==> src/design/assert_macros.svh <==
// Assertion helpers shared by the design files.
// Each macro expands to a labeled concurrent assertion on the rising edge of clk.
// The assertion is disabled while arst_n is low.
`ifndef ASSERT_MACROS_SVH
`define ASSERT_MACROS_SVH

// The property must hold at every clock edge outside reset.
`define ASSERT_AT_CLK(lbl, prop, msg) \
	lbl: assert property (@(posedge clk) disable iff (!arst_n) (prop)) else $error(msg);

// The expression must never be true at a clock edge outside reset.
`define ASSERT_NEVER(lbl, expr, msg) \
	lbl: assert property (@(posedge clk) disable iff (!arst_n) !(expr)) else $error(msg);

`endif

==> src/design/cscv_pkg.sv <==
// ----------------------------------------------------------------------------
// cscv_pkg
// Shared types and codes for the second-chance victim unit: request and
// response items, operation and status codes, controller states, and the
// command and status groups between controller and datapath.
// ----------------------------------------------------------------------------
`default_nettype none

package cscv_pkg;

	// Frame numbers are six bits wide; the accessed bits cover every number.
	localparam int FID_W  = 6;
	localparam int FID_N  = 64;
	localparam int OP_W   = 2;
	localparam int STS_W  = 2;

	// Operation codes carried by a request.
	localparam logic [OP_W-1:0] OP_INSERT = 2'd0;
	localparam logic [OP_W-1:0] OP_ACCESS = 2'd1;
	localparam logic [OP_W-1:0] OP_EVICT  = 2'd2;

	// Status codes carried by a response.
	localparam logic [STS_W-1:0] STS_OK    = 2'd0;
	localparam logic [STS_W-1:0] STS_EMPTY = 2'd1;
	localparam logic [STS_W-1:0] STS_FULL  = 2'd2;

	typedef struct packed {
		logic [OP_W-1:0]  operation;
		logic [FID_W-1:0] frame_id;
	} req_item_t;

	typedef struct packed {
		logic [FID_W-1:0] victim_id;
		logic [STS_W-1:0] status;
	} rsp_item_t;

	typedef enum logic [1:0] {
		S_IDLE,
		S_SCAN,
		S_DONE
	} state_t;

	// Commands from the controller to the datapath.
	typedef struct packed {
		logic             wr_insert;   // append the request frame at the tail
		logic             set_access;  // set the accessed bit of the request frame
		logic             rd_head;     // read the ring entry at the (next) head
		logic             rotate;      // move the head entry to the tail
		logic             clear_hit;   // clear the accessed bit of the head entry
		logic             res_load;    // capture a pending result
		logic             res_victim;  // pending result takes the head entry as victim
		logic [STS_W-1:0] res_status;  // status of the pending result
		logic             load_out;    // copy the pending result to the output register
	} cmd_t;

	// Status from the datapath to the controller.
	typedef struct packed {
		logic count_zero;
		logic count_full;
		logic hit;         // accessed bit of the entry read at the head
	} sts_t;

endpackage

`default_nettype wire

==> src/design/clock_second_chance_victim_unit.sv <==
// ----------------------------------------------------------------------------
// clock_second_chance_victim_unit
// Second-chance (clock) frame replacement: a ring of tracked frame numbers in
// age order with one accessed bit per frame number. Insert appends at the
// tail, access sets a bit, evict scans from the head and returns a victim.
//
//   Channel  Direction  Handshake              Item
//   req      in         req_valid / req_stall  operation, frame_id
//   rsp      out        rsp_valid / rsp_stall  victim_id, status
//
// Insert, access, the unused code and an evict of an empty ring load the
// pending result on the accepting edge and reach the output register from the
// done state once the output is free; the unit then returns to idle. An evict
// examines k ring entries (1 to fill count + 1), one per cycle through the
// registered read port of the ring memory; its result then takes the same path
// through the done state, and the next request is taken once the unit is idle.
// Reset clears the accessed bits, head and count at once; no clearing pass.
// A request is taken whenever the unit is idle, even while a response waits
// in the output register; the next result then waits for that slot.
// ----------------------------------------------------------------------------
`default_nettype none

module clock_second_chance_victim_unit #(
	parameter int MAX_FRAMES = 64
) (
	input  wire                     clk,
	input  wire                     arst_n,
	input  wire                     req_valid,
	output logic                    req_stall,
	input  cscv_pkg::req_item_t     req_item,
	output logic                    rsp_valid,
	input  wire                     rsp_stall,
	output cscv_pkg::rsp_item_t     rsp_item
);
	import cscv_pkg::*;

	cmd_t cmd;
	sts_t sts;

	cscv_ctrl u_ctrl (
		.clk       (clk),
		.arst_n    (arst_n),
		.req_valid (req_valid),
		.req_stall (req_stall),
		.operation (req_item.operation),
		.rsp_valid (rsp_valid),
		.rsp_stall (rsp_stall),
		.sts       (sts),
		.cmd       (cmd)
	);

	cscv_dp #(
		.MAX_FRAMES (MAX_FRAMES)
	) u_dp (
		.clk      (clk),
		.arst_n   (arst_n),
		.frame_id (req_item.frame_id),
		.cmd      (cmd),
		.sts      (sts),
		.rsp_item (rsp_item)
	);

endmodule

`default_nettype wire

==> src/design/cscv_dp.sv <==
// ----------------------------------------------------------------------------
// cscv_dp
// Datapath of the second-chance victim unit: ring memory of frame numbers,
// head pointer and fill count, accessed bits, pending result and output
// register.
// ----------------------------------------------------------------------------
`default_nettype none
`include "assert_macros.svh"

module cscv_dp #(
	parameter int MAX_FRAMES = 64
) (
	input  wire                         clk,
	input  wire                         arst_n,
	input  wire [cscv_pkg::FID_W-1:0]   frame_id,
	input  cscv_pkg::cmd_t              cmd,
	output cscv_pkg::sts_t              sts,
	output cscv_pkg::rsp_item_t         rsp_item
);
	import cscv_pkg::*;

	localparam int IW = (MAX_FRAMES > 1) ? $clog2(MAX_FRAMES) : 1;
	localparam int CW = $clog2(MAX_FRAMES + 1);
	localparam logic [IW-1:0] LAST_POS = IW'(MAX_FRAMES - 1);
	localparam logic [CW:0]   N_WIDE   = (CW + 1)'(MAX_FRAMES);
	localparam logic [CW-1:0] N_COUNT  = CW'(MAX_FRAMES);

	logic [FID_W-1:0] ring_mem [MAX_FRAMES];
	logic [FID_W-1:0] rdata_q;
	logic [IW-1:0]    head_q;
	logic [CW-1:0]    count_q;
	logic [FID_N-1:0] bits_q;
	rsp_item_t        res_q;
	rsp_item_t        rsp_item_q;

	logic [CW:0]      tail_sum;
	logic [IW-1:0]    tail_pos;
	logic [IW-1:0]    head_inc;
	logic             mem_we;
	logic [IW-1:0]    waddr;
	logic [IW-1:0]    raddr;
	logic [FID_W-1:0] wdata;

	// Tail position wrapped by one compare and subtract; next head wraps to zero.
	always_comb begin
		tail_sum = (CW + 1)'(head_q) + (CW + 1)'(count_q);
		if (tail_sum >= N_WIDE) begin
			tail_pos = IW'(tail_sum - N_WIDE);
		end else begin
			tail_pos = IW'(tail_sum);
		end
		head_inc = (head_q == LAST_POS) ? '0 : head_q + 1'b1;
	end

	// Memory port selection: inserts and rotations write the tail.
	assign mem_we = cmd.wr_insert | cmd.rotate;
	assign waddr  = tail_pos;
	assign wdata  = cmd.rotate ? rdata_q : frame_id;
	assign raddr  = cmd.rotate ? head_inc : head_q;

	// Ring memory with a registered read; a read of the entry being written
	// returns the new value.
	always_ff @(posedge clk) begin
		if (mem_we) begin
			ring_mem[waddr] <= wdata;
		end
		if (cmd.rd_head) begin
			if (mem_we && (waddr == raddr)) begin
				rdata_q <= wdata;
			end else begin
				rdata_q <= ring_mem[raddr];
			end
		end
	end

	// Head pointer, fill count and accessed bits.
	always_ff @(posedge clk or negedge arst_n) begin
		if (!arst_n) begin
			head_q  <= '0;
			count_q <= '0;
			bits_q  <= '0;
		end else begin
			if (cmd.wr_insert) begin
				count_q <= count_q + 1'b1;
			end
			if (cmd.rotate) begin
				head_q <= head_inc;
			end
			if (cmd.set_access) begin
				bits_q[frame_id] <= 1'b1;
			end
			if (cmd.clear_hit) begin
				bits_q[rdata_q] <= 1'b0;
			end
		end
	end

	// Pending result and output register.
	always_ff @(posedge clk) begin
		if (cmd.res_load) begin
			res_q.victim_id <= cmd.res_victim ? rdata_q : '0;
			res_q.status    <= cmd.res_status;
		end
		if (cmd.load_out) begin
			rsp_item_q <= res_q;
		end
	end

	assign sts.count_zero = (count_q == '0);
	assign sts.count_full = (count_q == N_COUNT);
	assign sts.hit        = bits_q[rdata_q];
	assign rsp_item       = rsp_item_q;

	`ASSERT_AT_CLK(a_count_range, count_q <= N_COUNT, "fill count above ring size")
	`ASSERT_AT_CLK(a_head_range, head_q <= LAST_POS, "head pointer outside ring")
	`ASSERT_NEVER(a_insert_full, cmd.wr_insert && (count_q == N_COUNT), "insert into full ring")
	`ASSERT_NEVER(a_rotate_empty, cmd.rotate && (count_q == '0), "rotation of empty ring")

endmodule

`default_nettype wire

==> src/design/cscv_ctrl.sv <==
// ----------------------------------------------------------------------------
// cscv_ctrl
// Controller of the second-chance victim unit: takes requests, steps the
// eviction scan one ring entry per cycle and hands results to the output
// register.
// ----------------------------------------------------------------------------
`default_nettype none
`include "assert_macros.svh"

module cscv_ctrl (
	input  wire                          clk,
	input  wire                          arst_n,
	input  wire                          req_valid,
	output logic                         req_stall,
	input  wire [cscv_pkg::OP_W-1:0]     operation,
	output logic                         rsp_valid,
	input  wire                          rsp_stall,
	input  cscv_pkg::sts_t               sts,
	output cscv_pkg::cmd_t               cmd
);
	import cscv_pkg::*;

	state_t state_q;
	state_t state_d;
	logic   rsp_valid_q;
	logic   accept;
	logic   out_free;

	assign accept   = req_valid && (state_q == S_IDLE);
	assign out_free = !rsp_valid_q || !rsp_stall;

	// Next state.
	always_comb begin
		state_d = state_q;
		unique case (state_q)
			S_IDLE: begin
				if (accept) begin
					if ((operation == OP_EVICT) && !sts.count_zero) begin
						state_d = S_SCAN;
					end else begin
						state_d = S_DONE;
					end
				end
			end
			S_SCAN: begin
				if (!sts.hit) begin
					state_d = S_DONE;
				end
			end
			S_DONE: begin
				if (out_free) begin
					state_d = S_IDLE;
				end
			end
			default: begin
				state_d = S_IDLE;
			end
		endcase
	end

	// Commands to the datapath.
	always_comb begin
		cmd       = '0;
		req_stall = 1'b1;
		unique case (state_q)
			S_IDLE: begin
				req_stall = 1'b0;
				if (accept) begin
					cmd.res_load   = 1'b1;
					cmd.res_status = STS_OK;
					priority if (operation == OP_INSERT) begin
						if (sts.count_full) begin
							cmd.res_status = STS_FULL;
						end else begin
							cmd.wr_insert = 1'b1;
						end
					end else if (operation == OP_ACCESS) begin
						cmd.set_access = 1'b1;
					end else if (operation == OP_EVICT) begin
						if (sts.count_zero) begin
							cmd.res_status = STS_EMPTY;
						end else begin
							cmd.res_load = 1'b0;
							cmd.rd_head  = 1'b1;
						end
					end else begin
						cmd.res_status = STS_OK;
					end
				end
			end
			S_SCAN: begin
				// The head entry always moves to the tail; a set bit gives it a
				// second chance, a clear bit makes it the victim.
				cmd.rotate = 1'b1;
				if (sts.hit) begin
					cmd.clear_hit = 1'b1;
					cmd.rd_head   = 1'b1;
				end else begin
					cmd.res_load   = 1'b1;
					cmd.res_victim = 1'b1;
					cmd.res_status = STS_OK;
				end
			end
			S_DONE: begin
				cmd.load_out = out_free;
			end
			default: begin
				cmd = '0;
			end
		endcase
	end

	// State and response valid registers.
	always_ff @(posedge clk or negedge arst_n) begin
		if (!arst_n) begin
			state_q     <= S_IDLE;
			rsp_valid_q <= 1'b0;
		end else begin
			state_q <= state_d;
			if (cmd.load_out) begin
				rsp_valid_q <= 1'b1;
			end else if (!rsp_stall) begin
				rsp_valid_q <= 1'b0;
			end
		end
	end

	assign rsp_valid = rsp_valid_q;

	`ASSERT_AT_CLK(a_scan_nonempty, (state_q == S_SCAN) |-> !sts.count_zero, "scan of empty ring")
	`ASSERT_AT_CLK(a_rsp_from_done, $rose(rsp_valid_q) |-> $past(state_q == S_DONE), "response outside done state")

endmodule

`default_nettype wire

==> config.mk <==
export PLATFORM = sky130hd
export DESIGN_NAME = clock_second_chance_victim_unit
export DESIGN_NICKNAME = d
export VERILOG_FILES = /design/src/design/cscv_pkg.sv /design/src/design/clock_second_chance_victim_unit.sv /design/src/design/cscv_dp.sv /design/src/design/cscv_ctrl.sv
export VERILOG_INCLUDE_DIRS = /design/src /design/src/design
export SDC_FILE = /design/constraint.sdc
export NUM_CORES = 1
export LEC_CHECK = 0
export BUFFER_PORTS_ARGS = -buffer_cell sky130_fd_sc_hd__buf_2
export CORE_ASPECT_RATIO = 1.5
export CORE_MARGIN = 2
export CORE_UTILIZATION = 49
export DETAILED_ROUTE_END_ITERATION = 16
export PLACE_DENSITY = 0.67
export SLEW_MARGIN = 0
export SYNTH_ARGS = -nofsm -noshare
export SYNTH_HDL_FRONTEND = slang
export SYNTH_SLANG_ARGS = --single-unit
==> constraint.sdc <==
create_clock -name clk -period 4.6 [get_ports clk]
set_clock_uncertainty 0.2 [all_clocks]
set_input_delay 0.46 -clock clk [delete_from_list [all_inputs] [get_ports clk]]
set_output_delay 0.46 -clock clk [all_outputs]
set_load 0.01 [all_outputs]
Word-level counts from Yosys, hierarchy flattened. Memories as Yosys holds them, arrays and structs flattened. A register that Yosys moved wholly into a read port is not among the register bits. Cells that the tools add are included.

Word-level logic and storage cells: 95. Memories kept: 1. Memory bits (writable): 384. Register bits: 96.

Order comparisons: 5. Bitwise logic cells: 4. Mux-type cells: 50. Equal/unequal tests: 10. Add/subtract/negate cells: 4. Reductions and logical operators: 12.

Memory list: u_dp.ring_mem (depth 64, width 6, read ports 1, clocked after memory_dff 1, write ports 1, RTL line cscv_dp.sv:28) `logic [FID_W-1:0] ring_mem [MAX_FRAMES];`.

Operator list (number): 64-bit two-way mux (2); 64-bit bitwise AND (1); 64-bit inverter (1); 64-bit bitwise OR (1); 2-bit two-way mux (12); 6-bit two-way mux (4); 1-bit two-way mux (23); 6-bit by 7-bit < comparator with 1-bit output (second input constant) (2); 1-bit demux with 6-bit select (2); 6-bit by 1-bit >= comparator with 1-bit output (second input constant) (2); 6-bit by 7-bit adder with 8-bit output (1); 8-bit by 7-bit >= comparator with 1-bit output (second input constant) (1); 7-bit by 1-bit adder with 7-bit output (second input constant) (1); 7-bit == test (second input constant) (1); 7-bit zero test (1); 6-bit by 1-bit adder with 6-bit output (second input constant) (1); 1-bit binary-select mux with 6-bit select (1); 6-bit == test (second input constant) (1); 2-bit by 1-bit inequality test with 1-bit output (second input constant) (3); 2-bit one-hot mux with 3 select lines (1); 6-bit by 1-bit subtractor with 6-bit output (second input constant) (1); 2-bit by 1-bit == test with 1-bit output (second input constant) (2); 2-bit == test (second input constant) (2); 1-bit logical AND (4); 10 further kinds (14).

Depth between registers and ports, before layout.
Depth after elaboration: 10. Mapped depth: 13.

Cells and area by module. Synthesis repeated with hierarchy kept, for this count alone.

Cells, all modules: 1399. Area total of the unflattened synthesis: 20699.9 um^2.

Modules (own cells, without submodules): cscv_dp (sequential area each 14118.5 um^2, area each 20440.9 um^2, cells each 1373, instances 1); cscv_ctrl (sequential area each 75.1 um^2, area each 259.0 um^2, cells each 26, instances 1).

Worst setup path before layout. Ideal clock, no wire load.

Kind: register to register. Start point: register u_dp.rdata_q[0], read port of u_dp.ring_mem. End point: memory u_dp.ring_mem[0][0], data pin. Slack: 0.298 ns. Period minus slack after synthesis: 4.302 ns. Stages on the path, launching flop included: 4. Path buffers: 1. Data arrival time: 3.394 ns. Cell sequence: edfxtp_1 -> buf_2 -> clkinv_1 -> o21ai_0.

Longest elaborated chain between the ends: 1.

RTL lines: from (decl) (RTL line cscv_dp.sv:29) `logic [FID_W-1:0] rdata_q;`; 6-bit two-way mux (RTL line cscv_dp.sv:58) `assign wdata = cmd.rotate ? rdata_q : frame_id;`; via u_dp.wdata[0] (RTL line cscv_dp.sv:42) `logic [FID_W-1:0] wdata;`; to (decl) (RTL line cscv_dp.sv:28).

The timed path passes the listed nets, and every way through them passes these cells.

Final worst setup path.
Start point: register u_dp.head_q[0]. End point: register u_dp.rdata_q[2], read port of u_dp.ring_mem, data pin.

Longest elaborated chain between the ends: 3.

RTL lines: from (decl) (RTL line cscv_dp.sv:30) `logic [IW-1:0] head_q;`; from (signal assigned) (RTL line cscv_dp.sv:87) `head_q <= head_inc;`; 6-bit by 1-bit adder with 6-bit output / 6-bit == test (equally long branches) (RTL line cscv_dp.sv:52) `head_inc = (head_q == LAST_POS) ? '0 : head_q + 1'b1;`; 6-bit two-way mux (RTL line cscv_dp.sv:52); 6-bit two-way mux (*) (RTL line cscv_dp.sv:59) `assign raddr = cmd.rotate ? head_inc : head_q;`.

Mark *: on every way between the ends. The rest lies on a longest branch, timed or not. A chain may end at the register's enable or synchronous reset.

==> run summary <==
Non-Filler Instances: 2153
Hold Crit Class: in -> reg
Netlist cell types: 65
CTS tree: yes
Crit path max-delay family: simple AND/OR/NAND/NOR gates
final hold vios: 0
pin count of the biggest net entering global routing: 89
reg-to-reg slack, setup: 0.63 ns
I/O pin total: 22
Synth Flop Type: edfxtp_1
CTS clock-pin slew for the worst setup and hold paths: 0.07 ns
largest area contributor in the netlist: edfxtp_1
post-synth top area share: 0.592
DR pass1 iterations: 5
outcome: completed
Final Setup Violations: 0
Tightest Pin Transition: 1.16 ns
RSZ-0062 raised after global routing: false
CTS Root Cell: clkbuf_16
GRT Residual Overflow: 0
Antenna diodes: 0
hold path depth: 2
r2r endpoint: u_dp.rdata_q[2]
port buffer count: 21
FFs w/ async S/R, synth: 0.165
gr usage total: 0.241
crit path max-delay cell type: nor4_1
Buf/Inv on CP: 2
Worst Setup End Kind: flip-flop
vias in the first global route: 12900
Die Y: 255 um
drt wl/cell: 24.0 um
Static Leakage: 8.08 nW
DRC: 0
post-layout instance area: 0.0231 mm2
Worst setup SP type: flip-flop
hold_ws: 0.0867 ns
die width: 171 um
Critical Path RT: 4.83 ns
fin. max-slew vios: 0
layout cell share with drive strength beyond 1: 0.113
Num Clock Sinks: 486
Peak VDD IR: 0.000352 V
count leader, synth: edfxtp_1
core box area: 0.0418 mm2
CP Data Arrival Time: 4.20 ns
initial antenna violation count: 0
period utilisation layout: 0.862
Post-synth top cells: 406 x edfxtp_1, 222 x nand2_1, 162 x a21oi_1
global-route wire length before repair: 78.0 mm
# nets final: 1575
Post-DP Area: 0.0214 mm2
Area contributors post-synth: edfxtp_1 59%, dfrtp_1 9.7%, mux2i_1 5.2%
CTS Buffer Depth: 3
max cap viols: 0
reg2reg start: u_dp.head_q[0]
Seq/Total Area, Yosys: 0.689
most frequent CP cell: a211o_1
Final HPWL DP: 33.3 mm
Die Area: 0.0437 mm2
dpl ws: 0.717 ns
CP Max Fanout: 20
Net Count, Synth: 1552
PnR worst setup slack: 0.635 ns
syn avg cell area: 13.4 um2
synthesized area: 0.0206 mm2
Setup CP Type: reg -> reg
gpl congestion: 0.905
CP Depth: 11
Worst path max stage delay: 0.63 ns
HP Start: req_item[7]
vias per cell: 6.00
Final ANT Viol Nets: 0
Yosys Warn Count: 0
clk_lat worst skew: 0.56 ns
post-CTS setup buffer count: 0
Post-Route WL: 51.7 mm
Row Count: 92
Tmin final: 3.97 ns
Cells after Synth: 1531
initial core utilization: 0.493
CP Cell Sequence: ha_1, and4_1, a211o_1, and2_2, clkinv_1, buf_4, nand3_1, a21oi_1, nor4_1, a211o_1, a31o_1
CTS buffer count: 46
Hold EP: u_dp.res_q[1]
cell area power density: 578 mW/mm2
Setup TNS: 0 ns
Max Fclk: 252 MHz
H-tree levels: 2
DR vias: 12900
Iter 0 DRT Violations: 1304
R2R depth: 11
Post-synth EDFFs: 406
post-synthesis register bit count: 486
relative slew slack: 0.218
Placed Instances: 2067
Area Growth Syn to Fin: 12.0%
-- state kept, by name (all words and copies together), names as in the netlist --
signal,cells
u_ctrl.state_q,2
u_dp.res_q,8
u_dp.rsp_item,8
u_dp.rdata_q,6
u_dp.head_q,6
u_dp.ring_mem,384
u_dp.count_q,7
u_ctrl.rsp_valid,1
u_dp.bits_q,64
-- where the power goes --
| group | switching [mW] | internal (mW) |
|---|---|---|
| sequential | 0.180 | 5.13 |
| combinational | 2.50 | 1.37 |
| clock | 1.63 | 2.52 |
| total | 4.31 | 9.01 |
-- cell type report --
class / count / area, um2
clock buffers: 59 / 1270
clock inverters: 24 / 393
fillers: 3362 / 18700
inverters: 15 / 61.3
multi-input cells: 949 / 6020
flip-flops and latches: 486 / 14200
well taps: 564 / 706
repair buffers: 56 / 415
-- per-layer routing --
layer  up-vias  routed length (um)  part of all wire  GRT usage
li1       5793                   -                 -          -
met3       151                2960             0.057     0.0305
met4         0                2770             0.054      0.125
met2       522               27200              0.53      0.435
met1      6446               18800              0.36      0.279
met5         -                   0                 0          0
-- repair_timing --
| action | 4_1_cts | 5_1_grt |
|---|---|---|
| resized for setup | 0 | 0 |
| endpoints found under the hold margin | 82 | 0 |
| hold buffers | 3 | 0 |
-- worst max path at each step --
stage,start,endpoint,slack [ns]
4_1_cts,u_dp.head_q[0],u_dp.rdata_q[2],0.70
3_3_place_gp,u_dp.rdata_q[1],u_dp.res_q[0],0.78
5_1_grt,u_dp.head_q[0],u_dp.rdata_q[4],0.34
3_5_place_dp,u_dp.head_q[0],u_dp.rdata_q[2],0.72
2_1_floorplan,u_dp.rdata_q[0],u_dp.ring_mem[0][0],0.30
6_report,u_dp.head_q[0],u_dp.rdata_q[2],0.63
-- per-stage QoR --
step / util / power, mW
after floorplan: - / 8.05
after global placement: 0.511 / 9.18
after detailed placement: 0.511 / 9.25
after CTS: 0.552 / 13.4
after global routing: 0.552 / 13.9
final: 0.552 / 13.3
-- worst register-to-register path, delay by kind of cell, from the launching register on --
family | cells | cell delay (ns)
DFF | 1 | 0.56
AOI/OAI and AO/OA | 4 | 0.63
buffers and inverters | 2 | 1.04
adders and majority gates | 1 | 0.29
and+or+nand+nor | 4 | 1.13
-- cell usage in the layout (no fill, tap or decap), drive strengths merged, types with 3 or more instances in the layout --
cell type	count
bufinv	10
o2111ai	11
o2bb2ai	3
mux4	27
ha	8
or2	5
nand3	87
buf	53
o22ai	4
and3b	3
clkinv	11
inv	16
edfxtp	406
a221oi	13
nor3b	6
a31oi	8
nor3	14
o31ai	5
clkbuf	59
a211o	7
a22o	4
xor2	3
dlygate4sd3	3
a31o	8
a22oi	12
nor2	103
nand2b	16
and3	8
xnor2	17
mux2i	107
o22a	5
dfrtp	80
nor2b	10
nand2	222
nor4	11
a21oi	163
and2	9
o21ai	16
nand4	9
-- cell families (layout without fill, tap and decap cells) --
| kind of cell | count (synthesis) | count (layout) | share of synthesized area |
|---|---|---|---|
| flops | 486 | 486 | 0.689 |
| buf+inv | 96 | 154 | 0.0205 |
| simple gates | 509 | 509 | 0.111 |
| compound gates | 275 | 275 | 0.0823 |
| mux | 136 | 136 | 0.0826 |
| fa+ha+maj | 9 | 9 | 0.00583 |
| xor+xnor | 20 | 20 | 0.00851 |
No activity file was read; power rests on OpenSTA's default activity.
